===== src/rtl/trpi_pkg.sv =====
// Package for the turn rate PI controller: field widths, register indexes,
// register reset values and the structs shared by the controller modules.
// Depends on nothing.
package trpi_pkg;

  localparam int GYRO_W     = 16;
  localparam int RATE_W     = 13;
  localparam int DRIVE_W    = 16;
  localparam int TGT_W      = 9;
  localparam int ERR_W      = 14;
  localparam int INTEG_W    = 16;
  localparam int GAIN_W     = 8;
  localparam int LIMIT_W    = 15;
  localparam int SHIFT_W    = 3;
  localparam int CFG_IDX_W  = 3;
  localparam int CFG_DATA_W = 16;
  localparam int MAG_W      = 24;
  localparam int NUM_STAGES = 6;

  localparam int TARGET_MAX = 180;
  localparam int RATE_MAX   = 4095;
  localparam int RATE_NEG_MAX = 4096;
  localparam int RATE_FRAC_W  = 15;

  typedef enum logic [CFG_IDX_W-1:0] {
    CFG_TARGET_RATE  = 3'd0,
    CFG_PROP_GAIN    = 3'd1,
    CFG_INTEG_GAIN   = 3'd2,
    CFG_INTEG_LIMIT  = 3'd3,
    CFG_SMOOTH_SHIFT = 3'd4,
    CFG_MAX_DRIVE    = 3'd5,
    CFG_ZERO_OFFSET  = 3'd6,
    CFG_INVERT_DRIVE = 3'd7
  } cfg_idx_e;

  localparam logic [GAIN_W-1:0]  PROP_GAIN_RST    = 8'd35;
  localparam logic [GAIN_W-1:0]  INTEG_GAIN_RST   = 8'd1;
  localparam logic [LIMIT_W-1:0] INTEG_LIMIT_RST  = 15'd3000;
  localparam logic [SHIFT_W-1:0] SMOOTH_SHIFT_RST = 3'd2;
  localparam logic [LIMIT_W-1:0] MAX_DRIVE_RST    = 15'd30;

  typedef struct packed {
    logic signed [TGT_W-1:0]  target_rate;
    logic [GAIN_W-1:0]        prop_gain;
    logic [GAIN_W-1:0]        integ_gain;
    logic [LIMIT_W-1:0]       integ_limit;
    logic [SHIFT_W-1:0]       smooth_shift;
    logic [LIMIT_W-1:0]       max_drive;
    logic signed [GYRO_W-1:0] zero_offset;
    logic                     invert_drive;
  } cfg_t;

  typedef struct packed {
    logic in_reg;
    logic conv;
    logic loop;
    logic mult;
    logic recip;
    logic result;
  } pipe_ld_t;

endpackage


===== src/rtl/trpi_cfg_regs.sv =====
// Configuration registers of the turn rate PI controller.
// Target rate is saturated on write. Depends on trpi_pkg.
module trpi_cfg_regs (
  input  logic                               clk_i,
  input  logic                               rst_ni,
  input  logic                               cfg_we_i,
  input  logic [trpi_pkg::CFG_IDX_W-1:0]     cfg_idx_i,
  input  logic [trpi_pkg::CFG_DATA_W-1:0]    cfg_data_i,
  output trpi_pkg::cfg_t                     cfg_o
);

  trpi_pkg::cfg_t                        cfg_q;
  logic signed [trpi_pkg::TGT_W-1:0]     tgt_raw;
  logic signed [trpi_pkg::TGT_W-1:0]     tgt_sat;

  assign tgt_raw = $signed(cfg_data_i[trpi_pkg::TGT_W-1:0]);

  always_comb begin
    if (tgt_raw > $signed(9'(trpi_pkg::TARGET_MAX))) begin
      tgt_sat = 9'(trpi_pkg::TARGET_MAX);
    end else if (tgt_raw < -$signed(9'(trpi_pkg::TARGET_MAX))) begin
      tgt_sat = -$signed(9'(trpi_pkg::TARGET_MAX));
    end else begin
      tgt_sat = tgt_raw;
    end
  end

  always_ff @(posedge clk_i or negedge rst_ni) begin
    if (!rst_ni) begin
      cfg_q.target_rate  <= '0;
      cfg_q.prop_gain    <= trpi_pkg::PROP_GAIN_RST;
      cfg_q.integ_gain   <= trpi_pkg::INTEG_GAIN_RST;
      cfg_q.integ_limit  <= trpi_pkg::INTEG_LIMIT_RST;
      cfg_q.smooth_shift <= trpi_pkg::SMOOTH_SHIFT_RST;
      cfg_q.max_drive    <= trpi_pkg::MAX_DRIVE_RST;
      cfg_q.zero_offset  <= '0;
      cfg_q.invert_drive <= 1'b0;
    end else if (cfg_we_i) begin
      unique case (trpi_pkg::cfg_idx_e'(cfg_idx_i))
        trpi_pkg::CFG_TARGET_RATE:  cfg_q.target_rate  <= tgt_sat;
        trpi_pkg::CFG_PROP_GAIN:    cfg_q.prop_gain    <= cfg_data_i[trpi_pkg::GAIN_W-1:0];
        trpi_pkg::CFG_INTEG_GAIN:   cfg_q.integ_gain   <= cfg_data_i[trpi_pkg::GAIN_W-1:0];
        trpi_pkg::CFG_INTEG_LIMIT:  cfg_q.integ_limit  <= cfg_data_i[trpi_pkg::LIMIT_W-1:0];
        trpi_pkg::CFG_SMOOTH_SHIFT: cfg_q.smooth_shift <= cfg_data_i[trpi_pkg::SHIFT_W-1:0];
        trpi_pkg::CFG_MAX_DRIVE:    cfg_q.max_drive    <= cfg_data_i[trpi_pkg::LIMIT_W-1:0];
        trpi_pkg::CFG_ZERO_OFFSET:  cfg_q.zero_offset  <= $signed(cfg_data_i);
        trpi_pkg::CFG_INVERT_DRIVE: cfg_q.invert_drive <= cfg_data_i[0];
        default: ;
      endcase
    end
  end

  assign cfg_o = cfg_q;

endmodule


===== src/rtl/trpi_rate_conv.sv =====
// Input register and raw-to-degrees-per-second conversion stage.
// Removes the zero offset, scales by full scale over 32768 and saturates.
// Depends on trpi_pkg.
module trpi_rate_conv #(
  parameter int FULL_SCALE_DPS = 2000
) (
  input  logic                                 clk_i,
  input  trpi_pkg::cfg_t                       cfg_i,
  input  trpi_pkg::pipe_ld_t                   ld_i,
  input  logic                                 mode_i,
  input  logic signed [trpi_pkg::GYRO_W-1:0]   gyro_raw_i,
  output logic                                 mode_o,
  output logic signed [trpi_pkg::RATE_W-1:0]   rate_o
);

  localparam int DIFF_W = trpi_pkg::GYRO_W + 1;
  localparam int PROD_W = DIFF_W + $clog2(FULL_SCALE_DPS + 1) + 1;
  localparam int RND_W  = PROD_W - trpi_pkg::RATE_FRAC_W;
  localparam int EXT_W  = (RND_W > trpi_pkg::RATE_W + 1) ? RND_W : trpi_pkg::RATE_W + 1;
  localparam logic [PROD_W-1:0] ROUND_HALF = PROD_W'(1) << (trpi_pkg::RATE_FRAC_W - 1);

  logic                                mode0_q;
  logic signed [trpi_pkg::GYRO_W-1:0]  gyro0_q;
  logic                                mode1_q;
  logic signed [trpi_pkg::RATE_W-1:0]  rate1_q;

  logic signed [DIFF_W-1:0]            diff;
  logic [DIFF_W-1:0]                   diff_mag;
  logic [PROD_W-1:0]                   prod;
  logic [PROD_W-1:0]                   prod_rnd;
  logic [EXT_W-1:0]                    rnd_ext;
  logic signed [trpi_pkg::RATE_W-1:0]  rate_d;

  assign diff     = {gyro0_q[trpi_pkg::GYRO_W-1], gyro0_q}
                  - {cfg_i.zero_offset[trpi_pkg::GYRO_W-1], cfg_i.zero_offset};
  assign diff_mag = diff[DIFF_W-1] ? DIFF_W'(-diff) : DIFF_W'(diff);
  assign prod     = PROD_W'(diff_mag) * PROD_W'(FULL_SCALE_DPS);
  assign prod_rnd = prod + ROUND_HALF;
  assign rnd_ext  = EXT_W'(prod_rnd[PROD_W-1:trpi_pkg::RATE_FRAC_W]);

  always_comb begin
    if (!diff[DIFF_W-1]) begin
      if (rnd_ext > EXT_W'(trpi_pkg::RATE_MAX)) begin
        rate_d = trpi_pkg::RATE_W'(trpi_pkg::RATE_MAX);
      end else begin
        rate_d = trpi_pkg::RATE_W'(rnd_ext);
      end
    end else begin
      if (rnd_ext > EXT_W'(trpi_pkg::RATE_NEG_MAX)) begin
        rate_d = trpi_pkg::RATE_W'(-EXT_W'(trpi_pkg::RATE_NEG_MAX));
      end else begin
        rate_d = trpi_pkg::RATE_W'(-rnd_ext);
      end
    end
  end

  always_ff @(posedge clk_i) begin
    if (ld_i.in_reg) begin
      mode0_q <= mode_i;
      gyro0_q <= gyro_raw_i;
    end
    if (ld_i.conv) begin
      mode1_q <= mode0_q;
      rate1_q <= rate_d;
    end
  end

  assign mode_o = mode1_q;
  assign rate_o = rate1_q;

endmodule


===== src/rtl/trpi_loop_update.sv =====
// Rate filter and integral accumulator update, the only feedback loop.
// Produces the error, new integral and filtered rate. Depends on trpi_pkg.
module trpi_loop_update (
  input  logic                                 clk_i,
  input  logic                                 rst_ni,
  input  trpi_pkg::cfg_t                       cfg_i,
  input  trpi_pkg::pipe_ld_t                   ld_i,
  input  logic                                 mode_i,
  input  logic signed [trpi_pkg::RATE_W-1:0]   rate_i,
  output logic signed [trpi_pkg::ERR_W-1:0]    err_o,
  output logic signed [trpi_pkg::INTEG_W-1:0]  integ_o,
  output logic signed [trpi_pkg::RATE_W-1:0]   filt_o
);

  localparam int SUM_W = trpi_pkg::INTEG_W + 1;

  logic signed [trpi_pkg::RATE_W-1:0]   filt_q;
  logic signed [trpi_pkg::INTEG_W-1:0]  integ_q;
  logic signed [trpi_pkg::ERR_W-1:0]    err2_q;
  logic signed [trpi_pkg::INTEG_W-1:0]  integ2_q;
  logic signed [trpi_pkg::RATE_W-1:0]   filt2_q;

  logic signed [trpi_pkg::RATE_W:0]     fdiff;
  logic signed [trpi_pkg::RATE_W:0]     fstep;
  logic signed [trpi_pkg::RATE_W:0]     fsum;
  logic signed [trpi_pkg::RATE_W-1:0]   filt_d;
  logic signed [trpi_pkg::ERR_W-1:0]    err_d;
  logic signed [SUM_W-1:0]              isum;
  logic signed [SUM_W-1:0]              ilim;
  logic signed [trpi_pkg::INTEG_W-1:0]  integ_d;

  assign fdiff = {rate_i[trpi_pkg::RATE_W-1], rate_i} - {filt_q[trpi_pkg::RATE_W-1], filt_q};
  assign fstep = fdiff >>> cfg_i.smooth_shift;
  assign fsum  = {filt_q[trpi_pkg::RATE_W-1], filt_q} + fstep;
  assign ilim  = $signed({2'b00, cfg_i.integ_limit});

  always_comb begin
    filt_d  = trpi_pkg::RATE_W'(fsum);
    err_d   = {{(trpi_pkg::ERR_W - trpi_pkg::TGT_W){cfg_i.target_rate[trpi_pkg::TGT_W-1]}},
               cfg_i.target_rate}
            - {filt_d[trpi_pkg::RATE_W-1], filt_d};
    isum    = {integ_q[trpi_pkg::INTEG_W-1], integ_q}
            + {{(SUM_W - trpi_pkg::ERR_W){err_d[trpi_pkg::ERR_W-1]}}, err_d};
    if (cfg_i.integ_gain == '0) begin
      integ_d = '0;
    end else if (isum > ilim) begin
      integ_d = trpi_pkg::INTEG_W'(ilim);
    end else if (isum < -ilim) begin
      integ_d = trpi_pkg::INTEG_W'(-ilim);
    end else begin
      integ_d = trpi_pkg::INTEG_W'(isum);
    end
    if (mode_i) begin
      filt_d  = '0;
      err_d   = '0;
      integ_d = '0;
    end
  end

  always_ff @(posedge clk_i or negedge rst_ni) begin
    if (!rst_ni) begin
      filt_q  <= '0;
      integ_q <= '0;
    end else if (ld_i.loop) begin
      filt_q  <= filt_d;
      integ_q <= integ_d;
    end
  end

  always_ff @(posedge clk_i) begin
    if (ld_i.loop) begin
      err2_q   <= err_d;
      integ2_q <= integ_d;
      filt2_q  <= filt_d;
    end
  end

  assign err_o   = err2_q;
  assign integ_o = integ2_q;
  assign filt_o  = filt2_q;

  a_zero_gain_clears : assert property (@(posedge clk_i) disable iff (!rst_ni)
    ld_i.loop && (cfg_i.integ_gain == '0) |=> integ_q == '0)
    else $error("integral kept a value while its gain is zero");

  a_clear_zeroes_state : assert property (@(posedge clk_i) disable iff (!rst_ni)
    ld_i.loop && mode_i |=> (filt_q == '0) && (integ_q == '0) && (err2_q == '0))
    else $error("clear transaction left filter or integral state");

endmodule


===== src/rtl/trpi_drive_calc.sv =====
// PI sum, rounded division by SCALE through a reciprocal multiply with one
// correction step, inversion and saturation into the result register.
// Depends on trpi_pkg.
module trpi_drive_calc #(
  parameter int SCALE = 100
) (
  input  logic                                 clk_i,
  input  trpi_pkg::cfg_t                       cfg_i,
  input  trpi_pkg::pipe_ld_t                   ld_i,
  input  logic signed [trpi_pkg::ERR_W-1:0]    err_i,
  input  logic signed [trpi_pkg::INTEG_W-1:0]  integ_i,
  input  logic signed [trpi_pkg::RATE_W-1:0]   filt_i,
  output logic signed [trpi_pkg::DRIVE_W-1:0]  drive_o,
  output logic signed [trpi_pkg::RATE_W-1:0]   filt_o
);

  localparam int MAG_W   = trpi_pkg::MAG_W;
  localparam int GS_W    = trpi_pkg::GAIN_W + 1;
  localparam int PP_W    = GS_W + trpi_pkg::ERR_W;
  localparam int IP_W    = GS_W + trpi_pkg::INTEG_W;
  localparam int RAW_W   = IP_W + 1;
  localparam int RECIP_W = MAG_W + 1;
  localparam int RECIP   = (2 ** MAG_W) / SCALE;
  localparam int HALF    = SCALE / 2;
  localparam int SCALE_W = $clog2(SCALE + 1);
  localparam int QP_W    = MAG_W + RECIP_W;
  localparam int QS_W    = MAG_W + SCALE_W;

  logic signed [PP_W-1:0]               pp;
  logic signed [IP_W-1:0]               ip;
  logic signed [RAW_W-1:0]              raw;
  logic [RAW_W-1:0]                     raw_mag;
  logic [MAG_W-1:0]                     num_d;

  logic                                 neg3_q;
  logic [MAG_W-1:0]                     num3_q;
  logic signed [trpi_pkg::RATE_W-1:0]   filt3_q;

  logic [QP_W-1:0]                      qprod;
  logic                                 neg4_q;
  logic [MAG_W-1:0]                     num4_q;
  logic [MAG_W-1:0]                     quo4_q;
  logic signed [trpi_pkg::RATE_W-1:0]   filt4_q;

  logic [QS_W-1:0]                      qs;
  logic [MAG_W-1:0]                     rem;
  logic [MAG_W-1:0]                     quo;
  logic [MAG_W-1:0]                     quo_sat;
  logic [trpi_pkg::DRIVE_W-1:0]         drv_mag;
  logic signed [trpi_pkg::DRIVE_W-1:0]  drive_d;

  logic signed [trpi_pkg::DRIVE_W-1:0]  drive5_q;
  logic signed [trpi_pkg::RATE_W-1:0]   filt5_q;

  assign pp      = $signed({1'b0, cfg_i.prop_gain}) * err_i;
  assign ip      = $signed({1'b0, cfg_i.integ_gain}) * integ_i;
  assign raw     = {{(RAW_W - PP_W){pp[PP_W-1]}}, pp} + {ip[IP_W-1], ip};
  assign raw_mag = raw[RAW_W-1] ? RAW_W'(-raw) : RAW_W'(raw);
  assign num_d   = MAG_W'(raw_mag) + MAG_W'(HALF);

  assign qprod   = QP_W'(num3_q) * QP_W'(RECIP);

  assign qs      = QS_W'(quo4_q) * QS_W'(SCALE);
  assign rem     = num4_q - MAG_W'(qs);
  assign quo     = (rem >= MAG_W'(SCALE)) ? quo4_q + MAG_W'(1) : quo4_q;
  assign quo_sat = (quo > MAG_W'(cfg_i.max_drive)) ? MAG_W'(cfg_i.max_drive) : quo;
  assign drv_mag = trpi_pkg::DRIVE_W'(quo_sat);
  assign drive_d = neg4_q ? $signed(-drv_mag) : $signed(drv_mag);

  always_ff @(posedge clk_i) begin
    if (ld_i.mult) begin
      neg3_q  <= raw[RAW_W-1] ^ cfg_i.invert_drive;
      num3_q  <= num_d;
      filt3_q <= filt_i;
    end
    if (ld_i.recip) begin
      neg4_q  <= neg3_q;
      num4_q  <= num3_q;
      quo4_q  <= qprod[MAG_W +: MAG_W];
      filt4_q <= filt3_q;
    end
    if (ld_i.result) begin
      drive5_q <= drive_d;
      filt5_q  <= filt4_q;
    end
  end

  assign drive_o = drive5_q;
  assign filt_o  = filt5_q;

endmodule


===== src/rtl/turn_rate_pi_controller.sv =====
// Turn rate PI controller top level: six-stage pipeline, one transaction per cycle while the output is not stalled.
// A transaction passes through the input, conversion, loop, multiply, reciprocal and result registers in order.
// Throughput: one transaction per cycle unless the output stalls; the filter and integral update in one stage.
// Stalls propagate stage by stage, so empty stages keep accepting input.
// Reset clears all pipeline valid bits, the filter and integral state, and loads
// the register defaults. Depends on trpi_pkg and the trpi_* modules.
module turn_rate_pi_controller #(
  parameter int SCALE          = 100,
  parameter int FULL_SCALE_DPS = 2000
) (
  input  logic                                 clk_i,
  input  logic                                 rst_ni,
  input  logic                                 cfg_we_i,
  input  logic [trpi_pkg::CFG_IDX_W-1:0]       cfg_idx_i,
  input  logic [trpi_pkg::CFG_DATA_W-1:0]      cfg_data_i,
  input  logic                                 in_valid_i,
  output logic                                 in_ready_o,
  input  logic                                 mode_i,
  input  logic signed [trpi_pkg::GYRO_W-1:0]   gyro_raw_i,
  output logic                                 out_valid_o,
  input  logic                                 out_ready_i,
  output logic signed [trpi_pkg::DRIVE_W-1:0]  drive_o,
  output logic signed [trpi_pkg::RATE_W-1:0]   filtered_rate_o
);

  localparam int NS = trpi_pkg::NUM_STAGES;

  trpi_pkg::cfg_t                        cfg;
  trpi_pkg::pipe_ld_t                    ld;
  logic [NS-1:0]                         valid_q;
  logic [NS-1:0]                         valid_d;
  logic [NS-1:0]                         en;
  logic [NS-1:0]                         load;

  logic                                  conv_mode;
  logic signed [trpi_pkg::RATE_W-1:0]    conv_rate;
  logic signed [trpi_pkg::ERR_W-1:0]     loop_err;
  logic signed [trpi_pkg::INTEG_W-1:0]   loop_integ;
  logic signed [trpi_pkg::RATE_W-1:0]    loop_filt;

  always_comb begin
    en[NS-1] = !valid_q[NS-1] || out_ready_i;
    for (int k = NS - 2; k >= 0; k--) begin
      en[k] = !valid_q[k] || en[k+1];
    end
    load[0]    = en[0] && in_valid_i;
    valid_d[0] = en[0] ? in_valid_i : valid_q[0];
    for (int k = 1; k < NS; k++) begin
      load[k]    = en[k] && valid_q[k-1];
      valid_d[k] = en[k] ? valid_q[k-1] : valid_q[k];
    end
  end

  assign ld.in_reg = load[0];
  assign ld.conv   = load[1];
  assign ld.loop   = load[2];
  assign ld.mult   = load[3];
  assign ld.recip  = load[4];
  assign ld.result = load[5];

  always_ff @(posedge clk_i or negedge rst_ni) begin
    if (!rst_ni) begin
      valid_q <= '0;
    end else begin
      valid_q <= valid_d;
    end
  end

  assign in_ready_o  = en[0];
  assign out_valid_o = valid_q[NS-1];

  trpi_cfg_regs u_cfg_regs (
    .clk_i      (clk_i),
    .rst_ni     (rst_ni),
    .cfg_we_i   (cfg_we_i),
    .cfg_idx_i  (cfg_idx_i),
    .cfg_data_i (cfg_data_i),
    .cfg_o      (cfg)
  );

  trpi_rate_conv #(
    .FULL_SCALE_DPS (FULL_SCALE_DPS)
  ) u_rate_conv (
    .clk_i      (clk_i),
    .cfg_i      (cfg),
    .ld_i       (ld),
    .mode_i     (mode_i),
    .gyro_raw_i (gyro_raw_i),
    .mode_o     (conv_mode),
    .rate_o     (conv_rate)
  );

  trpi_loop_update u_loop_update (
    .clk_i   (clk_i),
    .rst_ni  (rst_ni),
    .cfg_i   (cfg),
    .ld_i    (ld),
    .mode_i  (conv_mode),
    .rate_i  (conv_rate),
    .err_o   (loop_err),
    .integ_o (loop_integ),
    .filt_o  (loop_filt)
  );

  trpi_drive_calc #(
    .SCALE (SCALE)
  ) u_drive_calc (
    .clk_i   (clk_i),
    .cfg_i   (cfg),
    .ld_i    (ld),
    .err_i   (loop_err),
    .integ_i (loop_integ),
    .filt_i  (loop_filt),
    .drive_o (drive_o),
    .filt_o  (filtered_rate_o)
  );

  a_stall_only_when_full : assert property (@(posedge clk_i) disable iff (!rst_ni)
    !in_ready_o |-> (&valid_q))
    else $error("input stalled while a pipeline stage was empty");

  a_drive_in_range : assert property (@(posedge clk_i) disable iff (!rst_ni)
    out_valid_o |-> ($signed(drive_o) <= $signed({1'b0, cfg.max_drive}))
                 && ($signed(drive_o) >= -$signed({1'b0, cfg.max_drive})))
    else $error("drive outside the saturation limit");

endmodule


===== config.mk =====
export PLATFORM = sky130hd
export DESIGN_NAME = turn_rate_pi_controller
export DESIGN_NICKNAME = d
export VERILOG_FILES = /design/src/rtl/trpi_pkg.sv /design/src/rtl/trpi_cfg_regs.sv /design/src/rtl/trpi_rate_conv.sv /design/src/rtl/trpi_loop_update.sv /design/src/rtl/trpi_drive_calc.sv /design/src/rtl/turn_rate_pi_controller.sv
export SDC_FILE = /design/constraint.sdc
export NUM_CORES = 2
export LEC_CHECK = 0
export BUFFER_PORTS_ARGS = -buffer_cell sky130_fd_sc_hd__buf_2
export CORE_UTILIZATION = 45
export CTS_BUF_LIST = sky130_fd_sc_hd__clkbuf_8
export CTS_CLUSTER_SIZE = 8
export DETAILED_ROUTE_END_ITERATION = 10
export HOLD_SLACK_MARGIN = 0.02
export PLACE_DENSITY = 0.68
export SKIP_LAST_GASP = 1
export SLEW_MARGIN = 20
export SYNTH_ARGS = -nofsm -noshare
export SYNTH_HDL_FRONTEND = slang
export SYNTH_SLANG_ARGS = --single-unit

===== constraint.sdc =====
create_clock -name clk_i -period 10.15 [get_ports clk_i]
set_clock_uncertainty 0.2 [all_clocks]
set_input_delay 2.03 -clock clk_i [delete_from_list [all_inputs] [get_ports clk_i]]
set_output_delay 2.03 -clock clk_i [all_outputs]
set_load 0.01 [all_outputs]

==> metrics <==
run status=finished clean; asr flop ratio synth=0.3607; min cycle time layout=9.608 ns; WL final=94.16 mm; area of the mapped netlist=0.04079 sq mm; Iteration-0 DRC Markers=1,782; initial antenna violation count=2; Filler Cell Count=8,227; Worst Setup End Kind=flip-flop; Syn Area/Cell=9.775 sq um; register area=0.008628 sq mm; core footprint=0.08987 sq mm; DIE WIDTH=303.1 um; cells on worst reg2reg path=47; htree depth=2; Min Hold Slack=0.2004 ns; Synth-to-Final Area Change=8.334%; EDFF count, synth=195; vias per cell=5.331; WL met1=44.35 mm; most common cell after layout, fill and taps aside=inv_1; placer congestion estimate=0.8870; Layout Nets=5,320; Syn Inst Count=4,173; top layer in use=met4; Slowest-stage cell, CP=fa_1; hold crit path type=reg2reg; # DRC=0; Slew Viols, Final=0; full die area=0.09185 sq mm; Initial Util=0.4538; Slew @ Worst Pin=1.011 ns; WL met2=44.06 mm; hold buffer count at CTS=0; 1st-pass router iterations=5; layout cell share with drive strength beyond 1=0.09411; Clock Latency Late Sink=0.67 ns; crit path max fanout=8; period utilisation layout=0.9466; Routed Antenna Nets=0; Vias=29.27k; routed wl met3=4.031 mm; global-route wire length before repair=154.1 mm; synthesis-stage register bit count=305; Rows=110; synth warn=0; total CTS buffers=52; FMAX=104.1 MHz; area taken by multi-input logic gates=0.02957 sq mm; deepest clock path buffer count=3; Worst EP arrival=9.76 ns; post-synth cell types=109; Root Driver=clkbuf_8; gr ovfl total=0; commonest non-fill, non-tap cells in the layout=714 x inv_1, 527 x ha_1, 478 x fa_1; total track usage=0.2091; Setup Crit Path Kind=reg2reg; Reg clk slew, reported paths=0.06 ns; largest net degree at the start of global routing=71; # clock sinks=305; via count of the first global-routing pass=29.45k; Critical Path Start Type=flip-flop; PortBufs=71; slew margin rel.=0.3227; ys flop type=edfxtp_1; Die Span Y=303.1 um; IO Count=72; sequential area share after synthesis=0.2115; CTS tree=built; Core Util, Final=0.4917; Critical Path RT=10.30 ns; max-cap viol count=0; Largest stage delay, worst path=0.54 ns; final setup fails=0; DP Wirelength=77.82 mm; Hold Violations, Final=0; Net Count, Synth=5,221; hold depth=0; Routed WL per cell=17.15 um
==> per-layer routing <==
metal,vias up,global-route usage
met2,564,0.3430
met1,14438,0.2955
met4,0,0.04343
met3,101,0.02714
met5,-,0
li1,14170,-
==> state kept, by name, summed over array words and instances, names as in the netlist <==
signal and count:
valid_q 6, u_loop_update.integ_q 16, u_drive_calc.quo4_q 18, u_loop_update.filt_q 13, u_cfg_regs.cfg_o 75, u_rate_conv.mode0_q 1, u_drive_calc.neg4_q 1, u_drive_calc.filt_o 13
u_drive_calc.neg3_q 1, u_drive_calc.num3_q 24, u_rate_conv.gyro0_q 16, u_rate_conv.mode_o 1, u_loop_update.integ_o 16, u_loop_update.err_o 14, u_drive_calc.drive_o 16, u_loop_update.filt_o 13
u_drive_calc.filt4_q 13, u_rate_conv.rate_o 13, u_drive_calc.num4_q 22, u_drive_calc.filt3_q 13
==> worst max-delay path, delay by kind of cell, from the launching register on <==
kind,cells,cell delay (ns)
compound gates,21,2.94
xor+xnor,1,0.09
fa+ha+maj,7,2.32
buf+inv,4,0.68
flops,1,0.44
mux,2,0.27
simple gates,12,2.37
==> metrics by stage <==
stage          setup slack, ns  instance area, sq um  instances  TNS [ns]
2_1_floorplan           0.3061                 40790       4173         0
3_3_place_gp          -0.03292                 42630       5377  -0.03292
3_5_place_dp           -0.1644                 42630       5377   -0.3231
4_1_cts                0.02027                 43730       5473         0
5_1_grt                -0.1647                 44190       5491    -1.137
6_report                0.5417                 44190       5491         0
==> cell families after synthesis <==
| family | Yosys count | synth area share |
|---|---|---|
| AND/OR/NAND/NOR | 1060 | 0.1299 |
| adder cells (fa/ha/maj) | 1007 | 0.3969 |
| buffers and inverters | 782 | 0.07285 |
| AO/OA/AOI/OAI | 663 | 0.1054 |
| flip-flops | 305 | 0.2115 |
| XOR/XNOR | 233 | 0.05021 |
| multiplexers | 123 | 0.03325 |
==> Yosys cell counts (27+ instances only) <==
| library cell | n | share of area |
|---|---|---|
| o21ai_0 | 152 | 0.019 |
| a31oi_1 | 33 | 0.0051 |
| nand4_1 | 27 | 0.0041 |
| mux2i_1 | 45 | 0.011 |
| xor2_1 | 63 | 0.014 |
| inv_1 | 694 | 0.064 |
| edfxtp_1 | 195 | 0.14 |
| nor2b_1 | 47 | 0.0072 |
| nand3_1 | 53 | 0.0065 |
| ha_1 | 529 | 0.16 |
| a21o_1 | 62 | 0.011 |
| fa_1 | 478 | 0.23 |
| clkbuf_1 | 72 | 0.0066 |
| dfrtp_1 | 94 | 0.058 |
| a21oi_1 | 155 | 0.019 |
| nand2b_1 | 37 | 0.0057 |
| nand2_1 | 307 | 0.028 |
| and2_1 | 151 | 0.023 |
| mux2_2 | 73 | 0.020 |
| o21a_1 | 36 | 0.0066 |
| o31ai_1 | 28 | 0.0052 |
| nor3_1 | 64 | 0.0079 |
| xnor2_1 | 169 | 0.036 |
| nor2_1 | 237 | 0.022 |
==> final timing paths <==
check                                   startpoint                         to  slack (ns)
hold / removal             u_drive_calc.filt3_q[5]    u_drive_calc.filt4_q[5]        0.20
hold reg to reg            u_drive_calc.filt3_q[5]    u_drive_calc.filt4_q[5]        0.20
max in group asynchronous                   rst_ni       u_cfg_regs.cfg_o[15]        7.17
setup / recovery            u_drive_calc.quo4_q[3]   u_drive_calc.drive_o[14]        0.54
setup reg to reg            u_drive_calc.quo4_q[3]   u_drive_calc.drive_o[14]        0.54
min in group asynchronous                   rst_ni  u_loop_update.integ_q[15]        1.14
==> what timing repair did <==
item	in CTS	in global routing
gates resized for setup	4	84
endpoints found under the setup margin	4	54
cloned	0	0
setup buffers	0	17
pin swaps	0	31
==> layout make-up <==
type / instances / share of cell area
multi-input combinational: 3086 / 0.6692
sequential: 305 / 0.1953
inverter: 697 / 0.05921
tap: 1176 / 0.03330
timing repair buffer: 130 / 0.01849
clock buffer: 58 / 0.01806
clock inverter: 38 / 0.006456
antenna: 1 / 0.00005663
Power is not shown: default switching activity piles up to over one toggle a cycle in this logic, so the estimate is an artifact.
